$ cat config.mk
export PLATFORM = sky130hd
export DESIGN_NAME = berf_front
export DESIGN_NICKNAME = d
export VERILOG_FILES = /design/src/berf_pkg.sv /design/src/berf_front.sv
export SDC_FILE = /design/constraint.sdc
export NUM_CORES = 1
export LEC_CHECK = 0
export BUFFER_PORTS_ARGS = -buffer_cell sky130_fd_sc_hd__buf_2
export CAP_MARGIN = 0
export CORE_ASPECT_RATIO = 0.75
export CORE_MARGIN = 2
export CORE_UTILIZATION = 56
export DETAILED_ROUTE_END_ITERATION = 10
export PLACE_DENSITY = 0.84
export SLEW_MARGIN = 5
export SYNTH_ARGS = -nofsm -noshare
export SYNTH_HDL_FRONTEND = slang
export SYNTH_SLANG_ARGS = --single-unit
$ cat constraint.sdc
create_clock -name clk -period 6.7 [get_ports clk]
set_input_delay 0.67 -clock clk [delete_from_list [all_inputs] [get_ports clk]]
set_output_delay 0.67 -clock clk [all_outputs]
set_load 0.1 [all_outputs]
$ cat src/berf_pkg.sv
`default_nettype none

package berf_pkg;

    localparam int DEPTH_DEF       = 1024;
    localparam int EVENT_WIDTH_DEF = 64;

    localparam int WORD_W = 64;
    localparam int SEQ_W  = 32;
    localparam int PEAK_W = 11;

    // Request codes as they arrive on the input channel.
    localparam logic [1:0] REQ_PUSH  = 2'd0;
    localparam logic [1:0] REQ_POP   = 2'd1;
    localparam logic [1:0] REQ_CLEAR = 2'd2;

    typedef enum logic [1:0] {
        CMD_PUSH,
        CMD_POP,
        CMD_CLEAR,
        CMD_NOP
    } cmd_kind_t;

    typedef enum logic {
        BK_RUN,
        BK_POP_WAIT
    } back_state_t;

    typedef struct packed {
        logic [1:0]        req_type;
        logic [WORD_W-1:0] event_word;
    } req_item_t;

    typedef struct packed {
        logic              accepted;
        logic [WORD_W-1:0] event_data;
        logic [SEQ_W-1:0]  sequence_number;
        logic [SEQ_W-1:0]  drop_total;
        logic [PEAK_W-1:0] peak_occupancy;
    } rsp_item_t;

    typedef struct packed {
        cmd_kind_t         kind;
        logic [WORD_W-1:0] event_word;
    } cmd_t;

endpackage

`default_nettype wire

$ cat src/berf_front.sv
`default_nettype none

module berf_front #(
    parameter int EVENT_WIDTH = berf_pkg::EVENT_WIDTH_DEF
) (
    input  wire logic                clk,
    input  wire logic                rst_n,
    input  wire logic                req_valid,
    output logic                     req_ready,
    input  wire berf_pkg::req_item_t req,
    output logic                     cmd_valid,
    input  wire logic                cmd_ready,
    output berf_pkg::cmd_t           cmd
);
    import berf_pkg::*;

    cmd_t       q_reg [0:1];
    logic       wr_ptr_reg;
    logic       wr_ptr_next;
    logic       rd_ptr_reg;
    logic       rd_ptr_next;
    logic [1:0] count_reg;
    logic [1:0] count_next;
    cmd_t       cmd_in;
    logic       push_q;
    logic       pop_q;

    // Decode the request and keep only the event bits the ring stores.
    always_comb
    begin
        cmd_in.event_word = WORD_W'(req.event_word[EVENT_WIDTH-1:0]);
        unique case (req.req_type)
            REQ_PUSH:  cmd_in.kind = CMD_PUSH;
            REQ_POP:   cmd_in.kind = CMD_POP;
            REQ_CLEAR: cmd_in.kind = CMD_CLEAR;
            default:   cmd_in.kind = CMD_NOP;
        endcase
    end

    assign req_ready = (count_reg != 2'd2);
    assign cmd_valid = (count_reg != 2'd0);
    assign cmd       = q_reg[rd_ptr_reg];
    assign push_q    = req_valid && req_ready;
    assign pop_q     = cmd_valid && cmd_ready;

    always_comb
    begin
        wr_ptr_next = push_q ? ~wr_ptr_reg : wr_ptr_reg;
        rd_ptr_next = pop_q ? ~rd_ptr_reg : rd_ptr_reg;
        count_next  = count_reg + {1'b0, push_q} - {1'b0, pop_q};
    end

    always_ff @(posedge clk or negedge rst_n)
    begin
        if (!rst_n)
        begin
            wr_ptr_reg <= 1'b0;
            rd_ptr_reg <= 1'b0;
            count_reg  <= 2'd0;
        end
        else
        begin
            wr_ptr_reg <= wr_ptr_next;
            rd_ptr_reg <= rd_ptr_next;
            count_reg  <= count_next;
        end
    end

    always_ff @(posedge clk)
    begin
        if (push_q)
        begin
            q_reg[wr_ptr_reg] <= cmd_in;
        end
    end

endmodule

`default_nettype wire

After elaboration in Yosys (flattened, before gate mapping)
Memories as Yosys holds them, arrays and structs flattened. Index checks and enable logic that the tools add are counted.

Flip-flop bits (word level): 4. Memory bits (writable): 132. Bits of input ports: 70. Output and inout bits: 68. Word-level logic and storage cells: 18. Memories kept: 1.

$add $sub $neg: 2. Equal/unequal tests: 3. Mux-type cells: 3. Bitwise operators: 2. Reduce and logical (&&, ||, !) cells: 4.

Memories: q_reg (words 2, bits a word 66, rd ports 1, clocked after memory_dff 0, write ports 1, line berf_front.sv:17) `cmd_t q_reg [0:1];`.

Operator list (count): $pmux W2 S3 (1); $add A2 B1 Y2 (1); $eq A2 B1 Y1 const B (1); $eq A2 B2 Y1 const B (1); $logic_and A1 B1 Y1 (2); $logic_not A2 Y1 (1); $mux W1 (2); $ne A2 B2 Y1 const B (1); $not A1 Y1 (2); $reduce_bool A2 Y1 (1); $sub A2 B1 Y2 (1).

Depth between registers and ports, before layout
Gate-level depths: netlist of run 1.

Depth in word-level cells: 4. Gate-level depth with buffers: 7. Mapped depth without buffers: 7.

Least setup slack after synthesis of run 1
OpenSTA, ideal clock, no wires.

Kind: reg-to-reg. Start: register count_reg[0]. End: memory q_reg[0][0] (netlist bit) (enable). Library setup time: 491 ps. Arrival time: 4199 ps. Required time: 6209 ps. Slack: 2011 ps. Stages on the path, launching flop included: 4. Path buffers: 0. Clock period less this slack: 4689 ps. Path through: dfrtp_1 > nand2b_1 > nand2_1 > nor2_1.

Longest elaborated chain between the ends: 4.

Ends and longest elaborated chain: start, declared (line berf_front.sv:22) `logic [1:0] count_reg;`; start signal, assigned (line berf_front.sv:65) `count_reg <= count_next;`; $ne A2 B2 Y1 (line berf_front.sv:40) `assign req_ready = (count_reg != 2'd2);`; net req_ready (line berf_front.sv:9) `output logic req_ready,`; $logic_and A1 B1 Y1 (line berf_front.sv:43) `assign push_q = req_valid && req_ready;`; $mux W1 (line berf_front.sv:71) `if (push_q)`; $mux W1 (implied by the code) (line berf_front.sv:73) `q_reg[wr_ptr_reg] <= cmd_in;`; end, declared (line berf_front.sv:17).

The timed path passes the listed nets, and every way through them passes these cells.

==> flow_metrics.env, run 1 <==
export IMPL_status="completed"
export IMPL_vias=2551
export IMPL_final_cells=498
export IMPL_hold_viol=0
export IMPL_maxCapViolCount=0
export IMPL_fmax_mhz=336
export IMPL_area_growth_pct=26.3
export IMPL_cp_endpoint="cmd[4]"
export IMPL_rsz0062_at_grt="no"
export IMPL_crit_path_cell_trace="mux2_2 -> buf_2"
export IMPL_largest_reg_flops=132
export IMPL_synth_warnings=0
export IMPL_vias_per_cell=5.12
export IMPL_clk_latency_ns=0.40
export IMPL_timing_final_ws_setup_ns=3.72
export IMPL_track_usage_pct=17.6
export IMPL_hold_path_class="primary input to asynchronous set/reset pin"
export IMPL_critPathSlowestCell="dfrtp_4"
export IMPL_cp_start_kind="register"
export IMPL_tns_ns=0
export IMPL_clk_pin_slew_ns=0.05
export IMPL_synthesis_area_per_instance_um2=22.7
export IMPL_slowest_delay_ns=1.13
export IMPL_nets=445
export IMPL_overflow=0
export IMPL_cts_buffers=17
export IMPL_slew_viol_final=0
export IMPL_crit_buf_inv=1
export IMPL_regArea_um2=4070
export IMPL_die_h_um=86.5
export IMPL_post_route_period_util_pct=44.5
export IMPL_arrival_ns=2.31
export IMPL_num_io_pins=138
export IMPL_dp_cells=466
export IMPL_cp_depth=2
export IMPL_gp_congestion=0.685
export IMPL_grt_max_degree=68
export IMPL_port_buffers=137
export IMPL_synthesis_area_um2=5080
export IMPL_crit_type="register to primary output"
export IMPL_ys_ff_latch=136
export IMPL_r2r_end="q_reg[1][16]"
export IMPL_num_antenna_cells=0
export IMPL_cp_max_fo=67
export IMPL_grt_pass1_vias=2529
export IMPL_slew_headroom_pct=29.8
export IMPL_endpoint_kind="primary output"
export IMPL_cts_hold_buf=0
export IMPL_cp_data_required_time_ns=6.03
export IMPL_ctsResizeCount=0
export IMPL_htree_num_levels=4
export IMPL_grt_pass1_wl_um=12600
export IMPL_fp_dieW_um=114
export IMPL_cts_path_max_buffers=2
export IMPL_startpoint="rd_ptr_reg"
export IMPL_worst_r2r_startpoint="count_reg[1]"
export IMPL_finalWirelength_um=8480
export IMPL_row_count=30
export IMPL_antenna_found_initial=0
export IMPL_n_fill_cell=584
export IMPL_seq_area_frac_synth_pct=80.0
export IMPL_wl_per_cell_um=17.0
export IMPL_fin_worst_skew_ns=0.00779
export IMPL_yosysUniqueCellTypes=18
export IMPL_design_core_area_um2=8930
export IMPL_drc=0
export IMPL_r2r_slack_ns=4.57
export IMPL_worstMarginPinSlew_ns=1.05
export IMPL_multi_input_area_um2=957
export IMPL_synth_nets=296
export IMPL_post_route_min_period_ns=2.98
export IMPL_cts_setup_buffers=0
export IMPL_finalSetupViolCount=0
export IMPL_firstDrtPassIters=4
export IMPL_drt_iter0_drc=139
export IMPL_tritoncts="built"
export IMPL_postRouteAntennaNets=0
export IMPL_path_delay_family="flip-flops"
export IMPL_start_util_pct=56.9
export IMPL_drive_above_1_share_pct=60.1
export IMPL_cts_sinks=136
export IMPL_detailed_place_hpwl_um=5290
export IMPL_root_buffer="clkbuf_16"
export IMPL_dieArea_um2=9860
export IMPL_dp_slack_ns=4.14
export IMPL_synthesis_instances=224
export IMPL_ff2ff_path_depth=3
==> worst min path at each step <==
stage,from,endpoint,slack [ns],cells past startpoint
floorplan,rst_n,count_reg[0],0.37,0
global placement,rst_n,wr_ptr_reg,0.48,1
detailed placement,rst_n,count_reg[0],0.48,1
CTS,rst_n,rd_ptr_reg,0.05,1
global route,rst_n,rd_ptr_reg,0.04,1
finish,rst_n,count_reg[0],0.07,1
==> layout make-up <==
cell class / count / area share, %
Multi-Input combinational cell: 78 / 14.9
Inverter: 1 / 0.0585
Sequential cell: 136 / 63.4
Clock buffer: 21 / 6.86
Tap cell: 112 / 2.18
Timing Repair Buffer: 139 / 10.9
Clock inverter: 11 / 1.66
==> metal layers <==
| metal | up-vias | global-route usage (%) | share of wire [%] |
|---|---|---|---|
| li1 | 1185 | - | - |
| met1 | 1239 | 22.4 | 44 |
| met4 | 0 | 5.99 | 0.57 |
| met3 | 6 | 9.30 | 9.5 |
| met5 | - | 0 | 0 |
| met2 | 121 | 26.2 | 46 |
==> logic make-up after synthesis <==
family	synth area share, %
fa+ha+maj	0.493
simple gates	0.641
xor+xnor	0.690
flops	80.0
buf+inv	1.33
mux	16.8
==> stage by stage <==
step	hold WS [ns]	cell area, µm²	util (%)
final	0.0677	6420	71.8
after global routing	0.0441	6420	71.8
after CTS	0.0514	6420	71.8
after global placement	0.480	5870	65.7
after floorplan	0.374	5080	-
after detailed placement	0.482	5870	65.7
==> synthesized netlist by cell type <==
master      n  share of area, %
clkbuf_1    2              0.15
buf_2       3              0.30
mux2_4     30               8.9
nand2b_1    1              0.12
buf_4       1              0.15
inv_1       1             0.074
nor2_1      1             0.074
ha_1        2              0.49
xnor2_1     3              0.52
or2_1       1              0.12
and2_1      1              0.12
buf_6       3              0.66
edfxtp_1  132                78
xor2_1      1              0.17
mux2_2     36               8.0
nand2_1     1             0.074
dfrtp_1     4               2.0
and3_1      1              0.12
==> cell usage in the layout, fill, tap and decap left out <==
master	count
clkbuf_16	17
clkinv_1	4
mux2_4	30
and2_1	1
buf_4	2
nand2_1	1
clkinv_2	3
or2_1	1
buf_2	137
xnor2_1	3
and3_2	1
bufinv_16	2
clkinv_4	1
ha_1	2
nand2b_1	1
nor2_4	1
clkbuf_1	4
dfrtp_1	3
mux2_2	36
edfxtp_1	132
inv_1	1
xor2_1	1
dfrtp_4	1
clkinvlp_4	1
Power of run 1 is left out: the tool's default activity adds up to more than one toggle a clock period on the data nets, which glitch-free logic cannot reach.
==> run 2: changes to the inputs <==
- CORE_UTILIZATION: 56 -> 52
- PLACE_DENSITY: 0.84 -> 0.79
- clock period: 6.7 -> 3 ns (I/O delays scaled with it)
==> run 2 against run 1 <==
Effect of this change:
- first-iteration DRC count shrank 4.3%
- hold slack gained 0.018 ns
- critical path depth grew 1
- die area increased by 7.4%
- highest routed layer unchanged
- via count shrank 0.63%
- routed wire length increased by 0.73%
- global-route usage is 0.67 points lower
- non-clock buffer count is 4 higher
- sequential share of layout area is 0.43 points lower
- final cell count is 4.8% higher
- final area increased by 0.68%
==> flow_metrics.env, run 2 (synthesis results as in run 1) <==
export IMPL_ctsResizeCount=0
export IMPL_holdPathStages=1
export IMPL_cts_buffers=17
export IMPL_crit_type="register to primary output"
export IMPL_fp_dieW_um=118
export IMPL_largest_reg_flops=132
export IMPL_worstMarginPinSlew_ns=0.662
export IMPL_fin_worst_skew_ns=0.00724
export IMPL_design_core_area_um2=9580
export IMPL_finalSetupViolCount=0
export IMPL_firstDrtPassIters=4
export IMPL_drive_above_1_share_pct=60.5
export IMPL_n_fill_cell=648
export IMPL_cts_sinks=136
export IMPL_dp_slack_ns=0.881
export IMPL_r2r_end="q_reg[1][41]"
export IMPL_ff2ff_path_depth=3
export IMPL_overflow=0
export IMPL_grt_pass1_wl_um=13000
export IMPL_area_growth_pct=27.2
export IMPL_postRouteAntennaNets=0
export IMPL_num_antenna_cells=0
export IMPL_rsz0062_at_grt="no"
export IMPL_gp_congestion=0.675
export IMPL_row_count=31
export IMPL_worst_r2r_startpoint="count_reg[1]"
export IMPL_nets=449
export IMPL_min_from="req[34]"
export IMPL_slew_headroom_pct=55.9
export IMPL_post_route_min_period_ns=2.51
export IMPL_root_buffer="clkbuf_16"
export IMPL_vias_per_cell=4.86
export IMPL_drt_iter0_drc=133
export IMPL_clk_latency_ns=0.40
export IMPL_drc=0
export IMPL_slew_viol_final=0
export IMPL_multi_input_area_um2=957
export IMPL_tns_ns=0
export IMPL_antenna_found_initial=0
export IMPL_detailed_place_hpwl_um=5500
export IMPL_port_buffers=137
export IMPL_htree_num_levels=4
export IMPL_maxCapViolCount=0
export IMPL_status="completed"
export IMPL_dieArea_um2=10600
export IMPL_endpoint_kind="primary output"
export IMPL_die_h_um=89.6
export IMPL_finalWirelength_um=8540
export IMPL_most_common_layout_cells="buf_2, edfxtp_1, mux2_2"
export IMPL_cts_path_max_buffers=2
export IMPL_hold_path_class="primary input to register"
export IMPL_regArea_um2=4070
export IMPL_final_common_cell="buf_2"
export IMPL_tritoncts="built"
export IMPL_vias=2535
export IMPL_num_io_pins=138
export IMPL_cp_data_required_time_ns=2.70
export IMPL_wl_per_cell_um=16.4
export IMPL_timing_final_ws_setup_ns=0.494
export IMPL_fmax_mhz=399
export IMPL_grt_max_degree=44
export IMPL_clk_pin_slew_ns=0.05
export IMPL_start_util_pct=53.0
export IMPL_grt_pass1_vias=2612
export IMPL_track_usage_pct=16.9
export IMPL_arrival_ns=2.21
export IMPL_r2r_slack_ns=1.20
export IMPL_post_route_period_util_pct=83.5
export IMPL_hold_viol=0
export IMPL_cp_max_fo=43
export IMPL_cp_start_kind="register"
export IMPL_whs_endpoint="q_reg[0][34]"
## run 2: area by class of cell
type	count	share of cell area, %
clock buffers	27	7.63
clock inverters	5	0.426
inverters	1	0.0581
multi-input cells	78	14.8
flip-flops and latches	136	63.0
well taps	132	2.56
repair buffers	143	11.5
## run 2: layer usage
metal / part of all wire (%) / GRT usage [%] / vias to the layer above
li1: - / - / 1188
met1: 46 / 22.2 / 1226
met2: 44 / 24.9 / 111
met3: 8.7 / 7.07 / 10
met4: 1.0 / 8.00 / 0
met5: 0 / 0 / -
## run 2: worst max-delay path by stage
stage	start	end	cells after the start
global route	rd_ptr_reg	cmd[4]	3
CTS	rd_ptr_reg	cmd[57]	3
floorplan	count_reg[0]	q_reg[0][0]	3
detailed placement	rd_ptr_reg	cmd[57]	3
finish	rd_ptr_reg	cmd[3]	3
global placement	rd_ptr_reg	cmd[65]	3
## run 2: worst max-delay path: stages, from the launching register on
cell,delay [ns]
dfrtp_4,0.84
buf_12,0.29
mux2_2,0.36
buf_2,0.29
## run 2: metrics by stage
step                      util, %  hold WS [ns]  instance area, µm²  instances
after floorplan                 -       0.00441                5090        224
after global placement       61.9         0.109                5930        489
after detailed placement     61.9         0.115                5930        489
after CTS                    67.4        0.0619                6460        522
after global routing         67.4        0.0629                6460        522
final                        67.4        0.0852                6460        522
## run 2: repair_timing
item,4_1_cts,5_1_grt
hold buffers,1,0
hold endpoints to repair,4,0
setup buffers,0,0
Power of run 2 is left out for the same reason.
